$ cat config.mk
export PLATFORM = sky130hd
export DESIGN_NAME = json_comment_stripper_core
export DESIGN_NICKNAME = d
export VERILOG_FILES = /design/src/hdl/jcs_pkg.sv /design/src/hdl/json_comment_stripper_core.sv
export SDC_FILE = /design/constraint.sdc
export NUM_CORES = 1
export LEC_CHECK = 0
export ABC_AREA = 1
export BUFFER_PORTS_ARGS = -buffer_cell sky130_fd_sc_hd__buf_2
export CORE_MARGIN = 5
export CORE_UTILIZATION = 40
export DETAILED_ROUTE_END_ITERATION = 8
export PLACE_DENSITY_LB_ADDON = 0.2
export SLEW_MARGIN = 25
export SYNTH_ARGS = -nofsm -noshare
export SYNTH_HDL_FRONTEND = slang
export SYNTH_SLANG_ARGS = --single-unit
$ cat constraint.sdc
create_clock -name clk -period 7.1 [get_ports clk]
set_input_delay 1.42 -clock clk [delete_from_list [all_inputs] [get_ports clk]]
set_output_delay 1.42 -clock clk [all_outputs]
set_load 0.01 [all_outputs]
$ cat src/hdl/jcs_pkg.sv
// Package with the scan modes, character codes and the per-byte scan function of the stripper.
`default_nettype none

package jcs_pkg;

  typedef enum logic [2:0] {
    MODE_GLOBAL = 3'd0,
    MODE_LINE   = 3'd1,
    MODE_BLOCK  = 3'd2,
    MODE_SQ     = 3'd3,
    MODE_DQ     = 3'd4
  } mode_t;

  localparam logic [7:0] CH_NL     = 8'h0A;
  localparam logic [7:0] CH_TAB    = 8'h09;
  localparam logic [7:0] CH_VT     = 8'h0B;
  localparam logic [7:0] CH_FF     = 8'h0C;
  localparam logic [7:0] CH_CR     = 8'h0D;
  localparam logic [7:0] CH_SPACE  = 8'h20;
  localparam logic [7:0] CH_STAR   = 8'h2A;
  localparam logic [7:0] CH_SLASH  = 8'h2F;
  localparam logic [7:0] CH_SQUOTE = 8'h27;
  localparam logic [7:0] CH_DQUOTE = 8'h22;
  localparam logic [7:0] CH_COMMA  = 8'h2C;
  localparam logic [7:0] CH_RBRACK = 8'h5D;
  localparam logic [7:0] CH_RBRACE = 8'h7D;

  localparam logic KIND_BYTE  = 1'b0;
  localparam logic KIND_PATCH = 1'b1;

  // Outcome of scanning one byte.
  typedef struct packed {
    mode_t      mode;
    logic       comma_seen;
    logic       set_pos;
    logic [7:0] emit;
    logic       patch;
    logic       blank_la;
  } scan_t;

  function automatic logic is_ws(input logic [7:0] c);
    return (c == CH_SPACE) || (c == CH_TAB) || (c == CH_NL) ||
           (c == CH_VT) || (c == CH_FF) || (c == CH_CR);
  endfunction

  function automatic scan_t jcs_scan(input mode_t mode, input logic comma_seen,
                                     input logic [7:0] raw, input logic blanked,
                                     input logic [7:0] la, input logic la_ok);
    logic [7:0] c;
    scan_t r;
    c = blanked ? CH_SPACE : raw;
    r.mode = mode;
    r.comma_seen = comma_seen;
    r.set_pos = 1'b0;
    r.emit = c;
    r.patch = 1'b0;
    r.blank_la = 1'b0;
    case (mode)
      MODE_LINE: begin
        if (c == CH_NL) r.mode = MODE_GLOBAL;
        else r.emit = CH_SPACE;
      end
      MODE_BLOCK: begin
        if (c == CH_STAR && la_ok && la == CH_SLASH) begin
          r.blank_la = 1'b1;
          r.mode = MODE_GLOBAL;
        end
        r.emit = CH_SPACE;
      end
      MODE_SQ: begin
        if (c == CH_SQUOTE) r.mode = MODE_GLOBAL;
        r.comma_seen = 1'b0;
      end
      MODE_DQ: begin
        if (c == CH_DQUOTE) r.mode = MODE_GLOBAL;
        r.comma_seen = 1'b0;
      end
      default: begin
        r.mode = MODE_GLOBAL;
        if (c == CH_DQUOTE) begin
          r.mode = MODE_DQ;
          r.comma_seen = 1'b0;
        end else if (c == CH_SQUOTE) begin
          r.mode = MODE_SQ;
          r.comma_seen = 1'b0;
        end else if (c == CH_SLASH) begin
          if (la_ok && la == CH_SLASH) begin
            r.mode = MODE_LINE;
            r.emit = CH_SPACE;
          end else if (la_ok && la == CH_STAR) begin
            r.mode = MODE_BLOCK;
            r.emit = CH_SPACE;
            r.blank_la = 1'b1;
          end
        end else if (c == CH_RBRACK || c == CH_RBRACE) begin
          if (comma_seen) begin
            r.patch = 1'b1;
            r.comma_seen = 1'b0;
          end
        end else if (!is_ws(c)) begin
          r.comma_seen = (c == CH_COMMA);
          r.set_pos = 1'b1;
        end
      end
    endcase
    return r;
  endfunction

endpackage

`default_nettype wire

$ cat src/hdl/json_comment_stripper_core.sv
// Top level of the JSON comment and trailing-comma stripper.
//
//   channel | signals                                          | direction
//   --------+--------------------------------------------------+----------
//   in      | in_valid, in_ready, in_byte, in_last             | request in
//   out     | out_valid, out_ready, out_kind, out_byte,        | request out
//           | out_position, out_last                           |
//
// Each accepted byte is held and scanned, with the next byte as lookahead, when that
// byte is taken; the final byte is scanned at once. The results (zero to four) go into
// a four-entry result queue that drains one result per cycle while out_ready is high.
// A patch or the end of a document adds extra results to hand over on the single port.
// A new byte is taken while the last queued result is being handed over.
// Synchronous reset empties the queue and returns the scanner to the global mode.
`default_nettype none

module json_comment_stripper_core #(
  parameter int POSITION_WIDTH = 24
) (
  input  wire logic                      clk,
  input  wire logic                      rst,
  input  wire logic                      in_valid,
  output logic                           in_ready,
  input  wire logic [7:0]                in_byte,
  input  wire logic                      in_last,
  output logic                           out_valid,
  input  wire logic                      out_ready,
  output logic                           out_kind,
  output logic [7:0]                     out_byte,
  output logic [POSITION_WIDTH-1:0]      out_position,
  output logic                           out_last
);
  import jcs_pkg::*;

  localparam logic [POSITION_WIDTH-1:0] POS_MAX = {POSITION_WIDTH{1'b1}};

  typedef struct packed {
    logic                      kind;
    logic [7:0]                data;
    logic [POSITION_WIDTH-1:0] pos;
    logic                      last;
  } result_t;

  // Scanner state.
  mode_t                     scan_mode, scan_mode_next;
  logic [7:0]                held_byte;
  logic                      held_valid, held_valid_next;
  logic                      blank_held, blank_held_next;
  logic [POSITION_WIDTH-1:0] byte_counter, byte_counter_next;
  logic                      comma_seen, comma_seen_next;
  logic [POSITION_WIDTH-1:0] comma_position, comma_position_next;

  // Result queue, entry 0 is presented on the output.
  result_t    queue [4];
  logic [2:0] count;

  result_t    fresh [4];
  logic [2:0] fresh_count;

  logic accept, pop;
  scan_t s1, s2;
  mode_t mode1;
  logic  comma1, blank_new;
  logic [POSITION_WIDTH-1:0] cpos1, cpos2, counter1;

  assign out_valid    = (count != 3'd0);
  assign pop          = out_valid && out_ready;
  assign in_ready     = (count == 3'd0) || ((count == 3'd1) && out_ready);
  assign accept       = in_valid && in_ready;
  assign out_kind     = queue[0].kind;
  assign out_byte     = queue[0].data;
  assign out_position = queue[0].pos;
  assign out_last     = queue[0].last;

  always_comb begin
    s1 = jcs_scan(scan_mode, comma_seen, held_byte, blank_held, in_byte, 1'b1);
    mode1     = held_valid ? s1.mode : scan_mode;
    comma1    = held_valid ? s1.comma_seen : comma_seen;
    cpos1     = (held_valid && s1.set_pos) ? byte_counter : comma_position;
    blank_new = held_valid && s1.blank_la;
    counter1  = (held_valid && byte_counter != POS_MAX) ?
                byte_counter + 1'b1 : byte_counter;
    // The final byte has no lookahead.
    s2 = jcs_scan(mode1, comma1, in_byte, blank_new, CH_SPACE, 1'b0);
    cpos2 = s2.set_pos ? counter1 : cpos1;

    for (int i = 0; i < 4; i++) begin
      fresh[i] = '{kind: KIND_BYTE, data: CH_SPACE, pos: '0, last: 1'b0};
    end
    fresh_count = 3'd0;
    if (held_valid) begin
      fresh[0] = '{kind: KIND_BYTE, data: s1.emit, pos: byte_counter, last: 1'b0};
      fresh_count = 3'd1;
      if (s1.patch) begin
        fresh[1] = '{kind: KIND_PATCH, data: CH_SPACE, pos: cpos1, last: 1'b0};
        fresh_count = 3'd2;
      end
    end
    if (in_last) begin
      fresh[fresh_count[1:0]] = '{kind: KIND_BYTE, data: s2.emit, pos: counter1,
                                  last: !s2.patch};
      fresh_count = fresh_count + 3'd1;
      if (s2.patch) begin
        fresh[fresh_count[1:0]] = '{kind: KIND_PATCH, data: CH_SPACE, pos: cpos2,
                                    last: 1'b1};
        fresh_count = fresh_count + 3'd1;
      end
    end
  end

  // Next state of the scanner for an accepted byte; the end of a document resets it.
  always_comb begin
    scan_mode_next      = mode1;
    held_valid_next     = 1'b1;
    blank_held_next     = blank_new;
    byte_counter_next   = counter1;
    comma_seen_next     = comma1;
    comma_position_next = cpos1;
    if (in_last) begin
      scan_mode_next      = MODE_GLOBAL;
      held_valid_next     = 1'b0;
      blank_held_next     = 1'b0;
      byte_counter_next   = '0;
      comma_seen_next     = 1'b0;
      comma_position_next = '0;
    end
  end

  always_ff @(posedge clk) begin
    if (rst) begin
      scan_mode      <= MODE_GLOBAL;
      held_byte      <= '0;
      held_valid     <= 1'b0;
      blank_held     <= 1'b0;
      byte_counter   <= '0;
      comma_seen     <= 1'b0;
      comma_position <= '0;
    end else if (accept) begin
      scan_mode      <= scan_mode_next;
      held_byte      <= in_last ? 8'h00 : in_byte;
      held_valid     <= held_valid_next;
      blank_held     <= blank_held_next;
      byte_counter   <= byte_counter_next;
      comma_seen     <= comma_seen_next;
      comma_position <= comma_position_next;
    end
  end

  always_ff @(posedge clk) begin
    if (rst) begin
      count <= 3'd0;
    end else if (accept) begin
      count <= fresh_count;
    end else if (pop) begin
      count <= count - 3'd1;
    end
  end

  always_ff @(posedge clk) begin
    if (accept) begin
      for (int i = 0; i < 4; i++) queue[i] <= fresh[i];
    end else if (pop) begin
      for (int i = 0; i < 3; i++) queue[i] <= queue[i+1];
      queue[3] <= queue[3];
    end
  end

endmodule

`default_nettype wire

Word-level counts from Yosys, hierarchy flattened
Memories as Yosys holds them, arrays and structs flattened. Cells that the tools add are included.

Order comparisons: 4. Mux-type cells: 85. Add/subtract/negate cells: 4. Reduce and logical (&&, ||, !) cells: 31. Equality and inequality tests: 36. Bitwise gates (word level): 6.

Operator list (count): $bwmux 136 (2); $mux 136 (2); $mux 34 (7); $demux 34 s2 (2); $mux 24 (5); $eq 8x6->1 const B (12); $eq 8x4->1 const B (10); $mux 67 (1); $mux 8 (8); $mux 3 (12); $eq 8x7->1 const B (4); $mux 1 (32); $add 24x1->24 const B (1); $ne 24x24->1 const B (1); $pmux 8 s3 (1); $mux 11 (2); $pmux 8 s2 (1); $logic_or 1x1->1 (13); $eq 3x2->1 const B (4); $pmux 3 s4 (1); $mux 2 (5); $eq 3x1->1 const B (3); $logic_and 1x1->1 (9); $mux 4 (2); 15 further kinds (26).

Bits in writable memories: 136. Memories kept: 1. Bits of input ports: 13. Register bits after elaboration: 65.

Memory list: queue (depth 4, width 34, rd ports 4, clocked after memory_dff 0, wr ports 4, line json_comment_stripper_core.sv:54) `result_t queue [4];`.

Longest topological paths before layout
Depth after elaboration: 32. Depth in mapped cells: 24. Gate-level depth less buffers: 23.

Worst setup path after synthesis
OpenSTA, ideal clock, no wires.

Path kind: in2reg. Start point: input out_ready. End point: memory queue[0][0] (netlist bit) (enable). Library setup time: 455 ps. Arrival: 4199 ps. Path buffers: 1. Path slack: 2446 ps. Cell stages on the path: 7. Cells stage by stage: nand3_1 -> nand2_1 -> nand2_1 -> inv_1 -> clkbuf_1 -> nor2_1 -> inv_1.

RTL lines: start, declared (line json_comment_stripper_core.sv:27) `input wire logic out_ready,`; end, declared (line json_comment_stripper_core.sv:54).

==> results.md <==
Route:
- Once detail routing completed, the nets flagged for antenna violations numbered 0.
- Using the TritonRoute via totals, the vias-per-cell ratio works out to 5.27.
- The first TritonRoute pass finished after 6 iterations.
- The residual DRC count is 0.
- After the first detailed-routing iteration, the DRC count stood at 724.
- Wires add up to 28800 um.
- The post-detailed-route wirelength per cell is 16.8 um.
- The routed layout has 9060 vias.

Final layout:
- The final-stage net count is 1384.
- The post-route netlist has 10.8% of its cells at a drive strength greater than 1.
- Leaving out fill and tap cells, the most frequent cell in the layout is sky130_fd_sc_hd__nand2_1.
- The antenna diode count is 0.
- The area added between synthesis and finish is 12.8%.
- The filler cells instantiated in the layout total 2647.
- The top cell types in the final layout, fill and taps aside, are sky130_fd_sc_hd__nand2_1, sky130_fd_sc_hd__edfxtp_1, sky130_fd_sc_hd__inv_1, sky130_fd_sc_hd__nor2_1, sky130_fd_sc_hd__o21ai_0.

STA:
- The highest attainable clock frequency is 240 MHz.
- The final number of setup-violating endpoints is 0.
- The relative slew slack is 27.1%.
- The final number of max-transition violations was 0.
- Setup total negative slack on the finished layout was measured at 0 ps.
- The hold violation total from the final report was 0.
- For the pin with the worst max-slew slack, the measured transition is 1090 ps.
- On the final layout, the worst clock skew is 23.5 ps.
- The final worst-path cycle share is 58.8%.
- The clock period minus final worst setup slack is 4170 ps.
- Setup repair after global routing left no endpoint under its margin.

Power:
- Of the total power, the clock network draws 25.9%.
- The analysis attributes to net switching a power of 1.70 mW.
- Combinational logic burns 32.1% of the power.
- IR analysis of the VDD net gives a maximum drop of 0.000231 V.
- The switching share of power is 37.1%.
- The overall power after layout is 4.58 mW.
- The part of the power in registers is 42.0%.
- The leakage power total is 4.69 nW.
- Cell internal power was estimated by the tool at 2.88 mW.
- The power density relative to cell area is 382 nW/um2.

Clock network:
- The clock latency on the worst-skew pair is 530 ps.
- In this run the number of H-tree levels came out at 1.
- The count of hold-fix buffers inserted at cts is 0.
- No sink is reached through more buffers than the 3 on the longest clock path.
- Once the clock tree was built, the setup fixing pass inserted 0 buffers.
- The number of buffers added by the clock tree synthesis step is 23.
- The post-CTS resize count is 0.
- The clock tree from TritonCTS is yes.
- After clock tree synthesis, the clock-pin slew on the worst setup and hold paths is 60 ps.
- The clock root buffer master is sky130_fd_sc_hd__clkbuf_16.
- The number of clock sinks is 201.

GRT:
- After global routing the overflow that remains totals 0.
- The first global-routing pass estimated 46400 um of wire.
- The number of global-route vias before repair came to 8452.
- The overall routing resource usage is 18.8%.
- The number of antenna violations at the first check in global routing was 0.
- Entering global routing, the biggest net connects 80 pins.

Yosys:
- Summing every instance area after synthesis gives 10600 um2.
- The average instance in the mapped netlist occupies 8.11 um2.
- During synthesis, Yosys emitted a total of 0 warnings.
- In the synthesized netlist, the number of instances is 1311.
- The synthesized flop and latch total is 201.
- Of the synthesized area, sequential elements account for 50.6%.
- The netlist uses 47 different library cells.

Setup path:
- Of all nets on the critical path, the largest fanout is 50.
- The category of the most critical setup path is in -> reg.
- STA classifies the critical path endpoint as a flop.
- STA puts the critical path data required time at 7350 ps.
- The worst setup path is launched from an input pin.
- STA puts the critical path data arrival time at 4430 ps.

Floorplanning:
- The die area is 30000 um2.
- The die is 173 um wide.
- For this configuration, the core starts out at a cell density of 40.7%.
- The y dimension of the die is 173 um.
- The number of placement rows is 59.
- After floorplanning, the core was sized to cover 26100 um2.
- The count of pins on the block boundary is 49.

Placed design:
- The post-DP HPWL is 19100 um.
- The global placer's final weighted congestion is 0.895.
- The count of buffers added on input and output ports is 48.

Min path:
- The path category of the worst min-delay check is reg -> reg.

Flow run:
- The max capacitance violation total is 0.

Run status:
- The flow ran to the end, and the final reports show no timing, DRC or antenna violations.
power by group through the flow:
stage	clock, mW	sequential [mW]	combinational, mW
floorplan	0	2.00	0.958
global placement	0	1.94	1.46
detailed placement	0	1.94	1.47
CTS	1.21	1.92	1.48
global route	1.26	1.96	1.63
finish	1.19	1.92	1.47
worst paths after layout:
| kind | end | cells past startpoint | from | slack, ps |
|---|---|---|---|---|
| max | queue[1][17] | 15 | out_ready | 2930 |
| min | comma_position[20] | 2 | comma_position[20] | 470 |
| max reg2reg | queue[1][1] | 15 | held_valid | 3200 |
| min reg2reg | comma_position[20] | 2 | comma_position[20] | 470 |
per-stage QoR:
| step | instances | hold slack, ps | setup WS, ps | area (um2) | utilization [%] |
|---|---|---|---|---|---|
| floorplan | 1343 | 444 | 2450 | 10800 | - |
| global placement | 1676 | 451 | 2500 | 11300 | 43.1 |
| finish | 1718 | 467 | 2930 | 12000 | 45.9 |
| CTS | 1718 | 468 | 2980 | 12000 | 45.9 |
| detailed placement | 1676 | 458 | 2480 | 11300 | 43.1 |
| global route | 1718 | 496 | 2680 | 12000 | 45.9 |
logic make-up after synthesis:
group	count (synthesis)	share of synthesized area [%]
compound gates	263	14.5
xor+xnor	23	1.89
flops	201	50.6
other cells	2	0.0706
simple gates	607	24.6
fa+ha+maj	5	0.588
buf+inv	210	7.81
flip-flops by register name, summed over array words and instances (netlist names), 3 cells and up:
signal	cells
scan_mode	3
count	3
held_byte	8
queue	136
byte_counter	24
comma_position	24
worst max-delay path, cell delays in order:
cell and delay [ps]:
sky130_fd_sc_hd__buf_2 110, sky130_fd_sc_hd__nand3_1 70, sky130_fd_sc_hd__nand2_1 70, sky130_fd_sc_hd__nand2_2 50
sky130_fd_sc_hd__buf_4 500, sky130_fd_sc_hd__inv_2 120, sky130_fd_sc_hd__nor2_4 120, sky130_fd_sc_hd__buf_4 400
sky130_fd_sc_hd__nor2_1 130, sky130_fd_sc_hd__buf_4 220, sky130_fd_sc_hd__inv_1 180, sky130_fd_sc_hd__nor2_1 190
sky130_fd_sc_hd__inv_1 450, sky130_fd_sc_hd__o22ai_1 180, sky130_fd_sc_hd__o21bai_1 180
synthesized netlist by cell type, drive strengths merged:
cell type	n	share of area (%)
dfxtp	65	12
o21ai	117	5.6
o2111ai	1	0.082
o21bai	1	0.071
o221ai	12	0.99
a31oi	2	0.12
buf	15	0.91
ha	5	0.59
conb	2	0.071
a22o	1	0.082
a22oi	18	1.3
o21a	7	0.49
nor4	1	0.059
a21oi	65	3.1
nand3b	1	0.071
a221oi	9	0.74
nor2	99	4.0
o22ai	19	1.1
a31o	1	0.082
xor2	20	1.6
nand2	393	15
clkbuf	47	1.7
edfxtp	136	38
nand3	77	3.8
clkinv	5	0.18
or2	3	0.18
nand4	21	1.2
xnor2	3	0.25
inv	143	5.1
o211ai	10	0.71
nor3	12	0.61
layer usage:
| layer | wire length, um | up-vias | track usage (%) |
|---|---|---|---|
| li1 | - | 4490 | - |
| met1 | 13600 | 4186 | 27.9 |
| met2 | 12600 | 341 | 29.2 |
| met3 | 2080 | 43 | 2.62 |
| met4 | 544 | 0 | 4.22 |
| met5 | 0 | - | 0 |
layout make-up:
type                    count  area (um2)  area share, %
inverters                 148         561           4.67
clock inverters            16         158           1.31
multi-input cells         932        4560           38.0
flip-flops and latches    201        5390           44.9
well taps                 335         419           3.49
repair buffers             60         330           2.75
clock buffers              26         587           4.89
Note: power is estimated with default switching activity, not from simulation.
